[src/rtl/core/dtmr_pkg.sv]
// ----------------------------------------------------------------------------
// dtmr_pkg
// Shared types, constants and codes of the disparity reprojection block.
// ----------------------------------------------------------------------------
package dtmr_pkg;

    localparam int CFG_W     = 64;
    localparam int CFG_IDX_W = 3;
    localparam int SIZE_W    = 9;

    localparam logic [CFG_IDX_W-1:0] CFG_ROW0   = 3'd0;
    localparam logic [CFG_IDX_W-1:0] CFG_ROW1   = 3'd1;
    localparam logic [CFG_IDX_W-1:0] CFG_ROW2   = 3'd2;
    localparam logic [CFG_IDX_W-1:0] CFG_ROW3   = 3'd3;
    localparam logic [CFG_IDX_W-1:0] CFG_WIDTH  = 3'd4;
    localparam logic [CFG_IDX_W-1:0] CFG_HEIGHT = 3'd5;

    localparam logic [CFG_W-1:0] ROW0_RST = 64'h0000_0000_0000_0100;
    localparam logic [CFG_W-1:0] ROW1_RST = 64'h0000_0000_0100_0000;
    localparam logic [CFG_W-1:0] ROW2_RST = 64'h0000_0100_0000_0000;
    localparam logic [CFG_W-1:0] ROW3_RST = 64'h0100_0000_0000_0000;
    localparam logic [SIZE_W-1:0] SIZE_RST = 9'd256;

    localparam int DEF_MAX_WIDTH  = 256;
    localparam int DEF_MAX_HEIGHT = 256;

    localparam int COEF_W = 16;
    localparam int PROD_W = 33;
    localparam int ACC_W  = 34;
    localparam int NUM_W  = 40;
    localparam int DEN_W  = 32;
    localparam int IDX_W  = 17;

    localparam logic signed [15:0] DISP_LIMIT = -16'sd15984;

    localparam logic KIND_POINT = 1'b0;
    localparam logic KIND_TRI   = 1'b1;

    typedef enum logic [3:0] {
        S_IDLE, S_MAC, S_DRAIN, S_EVAL, S_DIV_GO, S_DIV_WAIT,
        S_COMMIT, S_EMIT_PT, S_EMIT_T1, S_EMIT_T2
    } t_state;

    typedef enum logic [1:0] {TERM_X, TERM_Y, TERM_D} t_term;

    typedef enum logic [2:0] {OP_X, OP_Y, OP_Z, OP_U, OP_V} t_div_op;

    typedef enum logic [1:0] {EM_NONE, EM_PT, EM_T1, EM_T2} t_emit;

    typedef struct packed {
        logic       accept;
        logic       mac_issue;
        logic [1:0] mac_row;
        t_term      mac_term;
        logic       div_start;
        logic       div_store;
        t_div_op    op;
        logic       commit;
        t_emit      emit;
        logic       last;
    } t_cmd;

    typedef struct packed {
        logic in_frame;
        logic make_point;
        logic div_done;
        logic tri1_ok;
        logic tri2_ok;
        logic out_free;
    } t_sts;

endpackage

[src/rtl/core/dtmr_ctrl.sv]
// ----------------------------------------------------------------------------
// dtmr_ctrl
// Sequencer: accept, matrix products, divisions, state update, result beats.
// ----------------------------------------------------------------------------
module dtmr_ctrl (
    input  logic            i_clk,
    input  logic            i_rst_n,
    input  logic            i_in_valid,
    output logic            o_in_ready,
    input  dtmr_pkg::t_sts  i_sts,
    output dtmr_pkg::t_cmd  o_cmd
);
    import dtmr_pkg::*;

    t_state     r_state, n_state;
    logic [1:0] r_row, n_row;
    t_term      r_term, n_term;
    t_div_op    r_op, n_op;
    t_div_op    op_next;

    always_ff @(posedge i_clk) begin
        if (!i_rst_n) begin
            r_state <= S_IDLE;
            r_row   <= '0;
            r_term  <= TERM_X;
            r_op    <= OP_X;
        end else begin
            r_state <= n_state;
            r_row   <= n_row;
            r_term  <= n_term;
            r_op    <= n_op;
        end
    end

    always_comb begin
        unique case (r_op)
            OP_X:    op_next = OP_Y;
            OP_Y:    op_next = OP_Z;
            OP_Z:    op_next = OP_U;
            OP_U:    op_next = OP_V;
            default: op_next = OP_X;
        endcase
    end

    always_comb begin
        n_state    = r_state;
        n_row      = r_row;
        n_term     = r_term;
        n_op       = r_op;
        o_in_ready = 1'b0;
        o_cmd      = '0;
        o_cmd.mac_row  = r_row;
        o_cmd.mac_term = r_term;
        o_cmd.op       = r_op;
        unique case (r_state)
            S_IDLE: begin
                o_in_ready = 1'b1;
                if (i_in_valid) begin
                    o_cmd.accept = 1'b1;
                    n_row  = '0;
                    n_term = TERM_X;
                    if (i_sts.in_frame) n_state = S_MAC;
                end
            end
            S_MAC: begin
                o_cmd.mac_issue = 1'b1;
                unique case (r_term)
                    TERM_X: n_term = TERM_Y;
                    TERM_Y: n_term = TERM_D;
                    default: begin
                        n_term = TERM_X;
                        if (r_row == 2'd3) n_state = S_DRAIN;
                        else n_row = r_row + 2'd1;
                    end
                endcase
            end
            S_DRAIN: n_state = S_EVAL;
            S_EVAL: begin
                n_op = OP_X;
                if (i_sts.make_point) n_state = S_DIV_GO;
                else n_state = S_COMMIT;
            end
            S_DIV_GO: begin
                o_cmd.div_start = 1'b1;
                n_state = S_DIV_WAIT;
            end
            S_DIV_WAIT: begin
                if (i_sts.div_done) begin
                    o_cmd.div_store = 1'b1;
                    if (r_op == OP_V) begin
                        n_state = S_COMMIT;
                    end else begin
                        n_op    = op_next;
                        n_state = S_DIV_GO;
                    end
                end
            end
            S_COMMIT: begin
                o_cmd.commit = 1'b1;
                if (i_sts.make_point) n_state = S_EMIT_PT;
                else n_state = S_IDLE;
            end
            S_EMIT_PT: begin
                if (i_sts.out_free) begin
                    o_cmd.emit = EM_PT;
                    o_cmd.last = !(i_sts.tri1_ok || i_sts.tri2_ok);
                    priority if (i_sts.tri1_ok) n_state = S_EMIT_T1;
                    else if (i_sts.tri2_ok) n_state = S_EMIT_T2;
                    else n_state = S_IDLE;
                end
            end
            S_EMIT_T1: begin
                if (i_sts.out_free) begin
                    o_cmd.emit = EM_T1;
                    o_cmd.last = !i_sts.tri2_ok;
                    n_state = i_sts.tri2_ok ? S_EMIT_T2 : S_IDLE;
                end
            end
            S_EMIT_T2: begin
                if (i_sts.out_free) begin
                    o_cmd.emit = EM_T2;
                    o_cmd.last = 1'b1;
                    n_state = S_IDLE;
                end
            end
            default: n_state = S_IDLE;
        endcase
    end

endmodule

[config.mk]
export PLATFORM = sky130hd
export DESIGN_NAME = dtmr_ctrl
export DESIGN_NICKNAME = d
export VERILOG_FILES = /design/src/rtl/core/dtmr_pkg.sv /design/src/rtl/core/dtmr_ctrl.sv
export SDC_FILE = /design/constraint.sdc
export NUM_CORES = 1
export LEC_CHECK = 0
export BUFFER_PORTS_ARGS = -buffer_cell sky130_fd_sc_hd__buf_2
export CAP_MARGIN = 25
export CORE_MARGIN = 4
export CORE_UTILIZATION = 45
export CTS_CLUSTER_SIZE = 40
export DETAILED_ROUTE_END_ITERATION = 8
export MAX_ROUTING_LAYER = met4
export PLACE_DENSITY = 0.74
export REMOVE_ABC_BUFFERS = 1
export SETUP_SLACK_MARGIN = 0.5
export SYNTH_ARGS = -nofsm -noshare
export SYNTH_HDL_FRONTEND = slang
export SYNTH_SLANG_ARGS = --single-unit
[constraint.sdc]
create_clock -name i_clk -period 1.7 [get_ports i_clk]
set_input_delay 0 -clock i_clk [delete_from_list [all_inputs] [get_ports i_clk]]
set_output_delay 0 -clock i_clk [all_outputs]
set_load 0.05 [all_outputs]
==> reports/metrics.csv, run 1 <==
metric,value,unit
p_leak,0.698,nW
max_cap_viol_count,0,
ys.flop_type,dfxtp_1,
max_stage_delay,390,ps
syn_avg_cell_area,7.86,sq um
r2r_cells,5,
seq_area_frac_synth,0.270,
slowest_stage,dfxtp_4,
yosysUniqueCellTypes,36,
outcome,finished with violations,
ir_drop,775,uV
hp-class,input pin to flip-flop,
path_buf_inv,3,
hold_viol_final,0,
clk_pin_slew,90,ps
core_area,1730,sq um
postLayoutCoreUtil,0.943,
antenna_found_initial,0,
crit_family,buffers and inverters,
die-width,50.6,um
die_h,50.6,um
yosysMostFrequentCell,dfxtp_1,
htree_levels,1,
grt_start_max_net_pins,10,
grt_setup_unrepaired,true,
detail_route.iter0.violations,61,
crit_path_end_kind,output pin,
cts_buffer_depth,2,
vias,1236,
drt-total-wl,4.52,mm
max_freq,556,MHz
start_util,0.473,
setup_viol,5,
synth_top_cell_by_area,dfxtp_1,
seq_area,246,sq um
violations,setup timing,
cts_inserted_buffers,3,
grt_pass1_vias,1157,
cp.arrival,1800,ps
hp-start,i_rst_n,
grt_overflow_total,0,
async_flop_share,0,
setup_slack,-97.1,ps
rr_startpoint,r_state[2],
io_pins,25,
viasPerCell,6.47,
ant_nets,0,
final_nets,177,
path_common_cell,buf_6,
reg2reg_to,r_op[1],
synth.yosys.warnings,0,
power_density,612,nW/um^2
drive_gt1_frac,0.633,
root_buffer,clkbuf_4,
rrSetupSlack,-80,ps
critPathKind,flip-flop to output pin,
worst_clock_skew,11.5,ps
synthToLayoutAreaGrowth,99.4,%
drtPass1Iterations,4,
diodes,0,
start_kind,flip-flop,
cts_sinks,11,
whs,58.0,ps
cp.required,1700,ps
worst_pin_slew,416,ps
cp_cell_sequence,buf_6 > nand4b_1 > buf_4 > nor3_2 > a31oi_1 > nor2b_1 > buf_6,
holdPathEnd,r_state[0],
cts_tree,built,
grtUsageTotal,0.272,
grt_pass1_wl,5.18,mm
critPathMaxFanout,9,
clock_latency,280,ps
die_area,2560,sq um
slew_violations,0,
yosys-top-cells-area,"dfxtp_1, mux2i_1, nand2b_1",
dp.cells,171,
multi_input_area,743,sq um
instances_no_fill,191,
slew_headroom,0.722,
fin_crit_sh,1.06,
total_power,0.997,mW
drc_errors,0,
syn_inst,104,
ys_ff_latch,11,
synth_common_cells,"dfxtp_1, a21oi_1, nand2_1, nand2b_1",
fill_cells,49,
netlist_area,817,sq um
yosys.area.top_type_share,0.270,
dp_hpwl,1.69,mm
holdPathStages,3,
gp_congestion,0.866,
io_buffers,24,
period_minus_slack,1800,ps
detail_route.wl_per_cell,23.6,um
fin_setup_tns,-337,ps
synth_edf_count,0,
fp-row-count,15,
ctsHoldBuffers,0,
-- repair_timing --
item / CTS / global route
endpoints found under the setup margin: 20 / 20
pin swaps: 6 / 11
gates resized for setup: 47 / 49
setup buffers: 10 / 6
-- cells by family (layout without fill, tap and decap cells) --
group / count (synthesis) / in the layout / share of synthesized area
AO/OA/AOI/OAI: 24 / 24 / 0.202
flip-flops: 11 / 11 / 0.270
AND/OR/NAND/NOR: 52 / 52 / 0.394
multiplexers: 5 / 5 / 0.0613
adder cells (fa/ha/maj): 1 / 1 / 0.0153
buffers and inverters: 11 / 73 / 0.0582
-- cells in the final DEF, fill, tap and decap left out, types with 3 or more instances in the layout --
master	instances
dfxtp_4	6
buf_6	23
buf_8	4
inv_1	3
nand2b_1	5
mux2i_1	5
a21oi_1	4
nor2b_1	5
dfxtp_2	3
nand2_1	6
nor3_4	3
or4_4	3
buf_2	15
nor2_1	6
buf_4	23
clkbuf_4	3
a21oi_2	3
-- how the worst max path moves through the flow --
stage                       endpoint  depth (start not counted)  slack (ps)       start
after floorplan           r_state[0]                          4       -1160  r_state[3]
after global placement    r_state[0]                          6         -50  r_state[2]
after detailed placement  r_state[0]                          6        -100  r_state[2]
after CTS                    r_op[2]                          5          50  r_state[2]
after global routing        o_cmd[0]                          7        -140  r_state[2]
final                       o_cmd[0]                          7        -100  r_state[2]
-- state kept, by name, indices dropped and copies added, names as in the netlist --
| signal | cells |
|---|---|
| r_op | 3 |
| r_state | 4 |
| r_term | 2 |
| r_row | 2 |
-- final cells by class --
| class | count | share of cell area |
|---|---|---|
| multi-input cells | 82 | 0.456 |
| repair buffers | 65 | 0.348 |
| flip-flops and latches | 11 | 0.151 |
| well taps | 25 | 0.0192 |
| clock buffers | 4 | 0.0161 |
| inverters | 4 | 0.00922 |
-- per-stage QoR --
step	worst slack, ps	instance area [sq um]
6_report	-97.1	1630
5_1_grt	-140	1630
4_1_cts	45.3	1410
3_5_place_dp	-95.2	1120
3_3_place_gp	-47.8	1120
2_1_floorplan	-1160	785
-- per-layer routing --
metal / GRT usage / vias up / wire [um]
li1: - / 513 / -
met1: 0.279 / 576 / 1520
met2: 0.480 / 105 / 2230
met3: 0.0415 / 42 / 419
met4: 0.175 / 0 / 350
met5: - / - / 0
-- worst min-delay path: stages --
cell,delay [ps]
buf_2,150
nand2_1,80
mux2i_1,60
-- power by group --
group / internal (mW) / total, mW / switching [mW] / leakage (nW)
combinational: 0.244 / 0.516 / 0.271 / 0.588
sequential: 0.265 / 0.287 / 0.0219 / 0.0952
clock: 0.0910 / 0.195 / 0.104 / 0.0150
Power figures use the tool's default switching activity.
==> inputs of run 2 (changes only) <==
--- a/constraint.sdc
+++ b/constraint.sdc
@@ -3,2 +3,2 @@
 set_output_delay 0 -clock i_clk [all_outputs]
-set_load 0.05 [all_outputs]
+set_load 0.005 [all_outputs]
==> reports/metrics.csv, run 2 (synthesis gave the netlist of run 1 again) <==
metric,value,unit,change
ant_nets,0,,unchanged
cts_inserted_buffers,3,,unchanged
die_h,50.6,um,unchanged
synthToLayoutAreaGrowth,99.7,%,
cts_tree,built,,
antenna_found_initial,0,,unchanged
die-width,50.6,um,unchanged
max_cap_viol_count,0,,unchanged
ctsHoldBuffers,0,,unchanged
diodes,0,,unchanged
htree_levels,1,,unchanged
path_buf_inv,1,,-2
regMostFlops,r_state,,
viasPerCell,6.69,,+3.4%
dp_hpwl,1.69,mm,unchanged
final_nets,182,,+2.8%
detail_route.iter0.violations,143,,+130%
power_density,582,nW/um^2,-4.8%
instances_no_fill,196,,+2.6%
slowest_stage,or4_4,,
hp-class,input pin to flip-flop,,
cp_cell_sequence,buf_4 > or3b_1 > a21oi_1 > or4_4 > o41ai_2,,
grt_setup_unrepaired,true,,
crit_family,simple AND/OR/NAND/NOR gates,,
fin_crit_sh,1.06,,about the same
max_freq,557,MHz,about the same
reg_top3,"r_state x4, r_op x3",,
hp-start,i_rst_n,,
clock_latency,290,ps,about the same
p_leak,0.728,nW,+4.2%
crit_path_end_kind,flip-flop,,
fp-row-count,15,,unchanged
crit_start,r_state[2],,
largest_reg_flops,4,,unchanged
start_util,0.473,,unchanged
critPathMaxFanout,5,,-4
worst_clock_skew,0.917,ps,-10.6 ps
drc_errors,0,,unchanged
gp_congestion,0.866,,unchanged
setup_viol,6,,+1
grtUsageTotal,0.263,,-0.00887
grt_pass1_vias,1099,,-5.0%
drt-total-wl,4.96,mm,+9.8%
grt_overflow_total,0,,unchanged
period_minus_slack,1800,ps,-0.240 ps
clk_pin_slew,90,ps,about the same
rr_startpoint,r_state[2],,
ir_drop,621,uV,-20%
root_buffer,clkbuf_4,,
cp.arrival,1990,ps,+190 ps
cts_buffer_depth,2,,unchanged
cts_sinks,11,,unchanged
critPathKind,flip-flop to flip-flop,,
core_area,1730,sq um,unchanged
hold_viol_final,0,,unchanged
mostFrequentLayoutCells,"buf_6, buf_4, buf_2, nand2_1",,
drtPass1Iterations,4,,unchanged
vias,1312,,+6.1%
cp.required,1890,ps,+190 ps
worst_pin_slew,381,ps,-34.0 ps
slew_violations,0,,unchanged
grt_start_max_net_pins,10,,unchanged
outcome,finished with violations,,
max_stage_delay,600,ps,+210 ps
detail_route.wl_per_cell,25.3,um,+7.0%
io_pins,25,,unchanged
grt_pass1_wl,4.97,mm,-4.0%
setup_slack,-96.9,ps,+0.240 ps
dp.cells,171,,unchanged
die_area,2560,sq um,unchanged
slew_headroom,0.746,,+0.0234
fill_cells,55,,+12%
violations,setup timing,,
drive_gt1_frac,0.655,,+0.0224
whs,19.7,ps,-38.3 ps
start_kind,flip-flop,,
io_buffers,24,,unchanged
## run 2: cell count changes in the layout (fill, tap and decap cells not counted), sizes merged
cell,delta
buf,+5
## run 2: worst register-to-register path, stage by stage (launching register included)
cell and delay (ps):
dfxtp_4 400, buf_4 150, or3b_1 140, a21oi_1 90
or4_4 600, o41ai_2 310
## run 2: metal layers
| metal | share of wire | global-route usage |
|---|---|---|
| met5 | 0 | - |
| met4 | 0.064 | 0.139 |
| met3 | 0.12 | 0.0386 |
| met2 | 0.48 | 0.452 |
| met1 | 0.34 | 0.293 |
## run 2: cell type report
cell class / instances / area, sq um / share of cell area
tap: 25 / 31.3 / 0.0192
inverter: 4 / 15.0 / 0.00920
timing repair buffer: 70 / 569 / 0.349
sequential: 11 / 240 / 0.147
multi-input combinational: 82 / 749 / 0.459
clock buffer: 4 / 26.3 / 0.0161
## run 2: report_power, final
part	total (mW)	switching, mW	internal, mW
clock	0.217	0.125	0.0914
combinational	0.441	0.205	0.236
sequential	0.292	0.0242	0.268
## run 2: repair_timing
action                                  in CTS  in global routing
endpoints found under the setup margin      20                 20
setup buffers                               12                  9
pin swaps                                    9                 12
gates resized for setup                     41                 36
## run 2: metrics by stage
stage / TNS [ps] / util / setup slack [ps] / power, mW / area [sq um]
floorplan: -875 / - / -229 / 0.405 / 785
detailed placement: -227 / 0.651 / -95.2 / 0.525 / 1120
global placement: -68.7 / 0.651 / -47.8 / 0.518 / 1120
CTS: 0 / 0.813 / 49.1 / 0.772 / 1400
finish: -327 / 0.945 / -96.9 / 0.950 / 1630
global route: -574 / 0.945 / -118 / 0.971 / 1630
## run 2: worst paths after layout
kind                     end  slack, ps  cells after the start
setup / recovery  r_state[1]       -100                      5
setup reg to reg  r_state[1]       -100                      5
hold / removal    r_state[3]         20                      3
hold reg to reg      r_op[1]        540                      2
==> inputs of run 3 (changes only) <==
Settings changed: CELL_PAD_IN_SITES_DETAIL_PLACEMENT from default to 0, CELL_PAD_IN_SITES_GLOBAL_PLACEMENT from default to 1, CORE_UTILIZATION 45 to 32, PLACE_DENSITY 0.74 to default, PLACE_DENSITY_LB_ADDON from default to 0.1.
==> reports/metrics.csv, run 3 (synthesis gave the netlist of run 1 again) <==
metric,value,unit,change
die_h,58.5,um,+16%
io_pins,25,,unchanged
worst_clock_skew,11.6,ps,+10.7 ps
sequentialPowerShare,0.335,,+0.027
ir_drop,468,uV,-25%
dp_slack,-143,ps,-47.6 ps
hp-class,input pin to flip-flop,,
mostFrequentLayoutCells,"buf_6, buf_2, buf_4, dfxtp_4",,
die-width,58.5,um,+16%
slew_violations,0,,unchanged
dp_hpwl,1.90,mm,+13%
outcome,"complete, no violations",,
drc_errors,0,,unchanged
grt_overflow_total,0,,unchanged
max_freq,588,MHz,+5.7%
setup_slack,0.603,ps,+97.5 ps
largest_reg_flops,4,,unchanged
diodes,0,,unchanged
setup_viol,0,,-6
final_common_cell,buf_6,,
cts_inserted_buffers,3,,unchanged
clk_pin_slew,80,ps,about the same
worst_pin_slew,362,ps,-19.0 ps
cp.required,1860,ps,-30 ps
detail_route.wl_per_cell,15.9,um,-37%
grt_setup_unrepaired,true,,
drt-total-wl,3.06,mm,-38%
hold_viol_final,0,,unchanged
cts_buffer_depth,2,,unchanged
start_util,0.333,,-0.140
reg_top3,"r_state x4, r_op x3",,
core_area,2450,sq um,+42%
root_buffer,clkbuf_4,,
detail_route.iter0.violations,17,,-88%
fp-row-count,18,,+3
period_minus_slack,1700,ps,-97.5 ps
fin_crit_sh,1.00,,-0.0573
power_density,545,nW/um^2,-6.4%
grt_pass1_wl,4.70,mm,-5.4%
p_leak,0.672,nW,-7.6%
critPathMaxFanout,6,,+1
p_int,0.573,mW,-3.9%
start_kind,flip-flop,,
synthToLayoutAreaGrowth,90.8,%,
max_cap_viol_count,0,,unchanged
ant_nets,0,,unchanged
grt_start_max_net_pins,10,,unchanged
p_sw_frac,0.327,,-0.0465
drive_gt1_frac,0.638,,-0.0169
htree_levels,1,,unchanged
regMostFlops,r_state,,
clock_latency,280,ps,about the same
grt_pass1_vias,1066,,-3.0%
cts_sinks,11,,unchanged
critPathKind,flip-flop to flip-flop,,
viasPerCell,5.39,,-19%
vias,1041,,-21%
cp.arrival,1860,ps,-130 ps
postLayoutCoreUtil,0.635,,-0.310
die_area,3430,sq um,+34%
final_nets,174,,-4.4%
cts_tree,built,,
crit_path_end_kind,flip-flop,,
power_frac_comb,0.444,,-0.020
grtUsageTotal,0.185,,-0.0783
p_sw,0.278,mW,-22%
io_buffers,24,,unchanged
gp_congestion,0.776,,-10%
drtPass1Iterations,4,,unchanged
slew_headroom,0.752,,+0.00641
antenna_found_initial,0,,unchanged
pwr-share-clk,0.221,,-0.007
==> run 3: path summary, 6_finish.rpt <==
kind | start | end | slack [ps] | depth (start not counted)
worst max-delay path | r_state[0] | r_state[0] | 0.6 | 5
worst min-delay path | i_rst_n | r_state[3] | 10 | 3
worst max register to register | r_state[0] | r_state[0] | 0.6 | 5
worst min register to register | r_op[0] | r_op[0] | 520 | 2
==> run 3: per-layer routing <==
metal  vias up  part of all wire  global-route usage
met2        31              0.54               0.329
met1       498              0.40               0.190
met4         0             0.020              0.0662
li1        504                 -                   -
met5         -                 0                   -
met3         8             0.047              0.0592
==> run 3: metrics by stage <==
| step | hold slack [ps] | setup TNS (ps) | total power [mW] | std cells | cell area [sq um] |
|---|---|---|---|---|---|
| after floorplan | 98.9 | -875 | 0.405 | 97 | 785 |
| after global placement | 298 | -176 | 0.520 | 173 | 1110 |
| after detailed placement | 307 | -244 | 0.523 | 173 | 1110 |
| after CTS | 1.15 | 0 | 0.807 | 187 | 1370 |
| after global routing | 13.7 | -196 | 0.902 | 193 | 1560 |
| final | 9.83 | 0 | 0.850 | 193 | 1560 |
==> run 3: cell type report <==
class	instances	area, sq um
Timing Repair Buffer	62	497
Inverter	4	15.0
Tap cell	30	37.5
Fill cell	214	896
Multi-Input combinational cell	82	734
Sequential cell	11	249
Clock buffer	4	26.3
==> run 3: critical path: stages, from the launching register on <==
cell      delay (ps)
dfxtp_4          390
nand2b_4         140
and4b_1          180
or4_4            570
buf_6            150
mux2i_2          140
==> run 3: power groups by stage <==
stage	Sequential (mW)	Combinational [mW]	Clock (mW)
6_report	0.285	0.378	0.188
2_1_floorplan	0.297	0.108	0
3_5_place_dp	0.293	0.230	0
4_1_cts	0.287	0.324	0.196
5_1_grt	0.286	0.408	0.209
3_3_place_gp	0.293	0.227	0
==> run 3: what timing repair did <==
| item | in CTS | in global routing |
|---|---|---|
| buffers inserted | 9 | 6 |
| endpoints found under the setup margin | 20 | 20 |
| pin swaps | 14 | 14 |
| resized for setup | 40 | 36 |
| endpoints found under the hold margin | 1 | 0 |
| hold buffers | 1 | 0 |
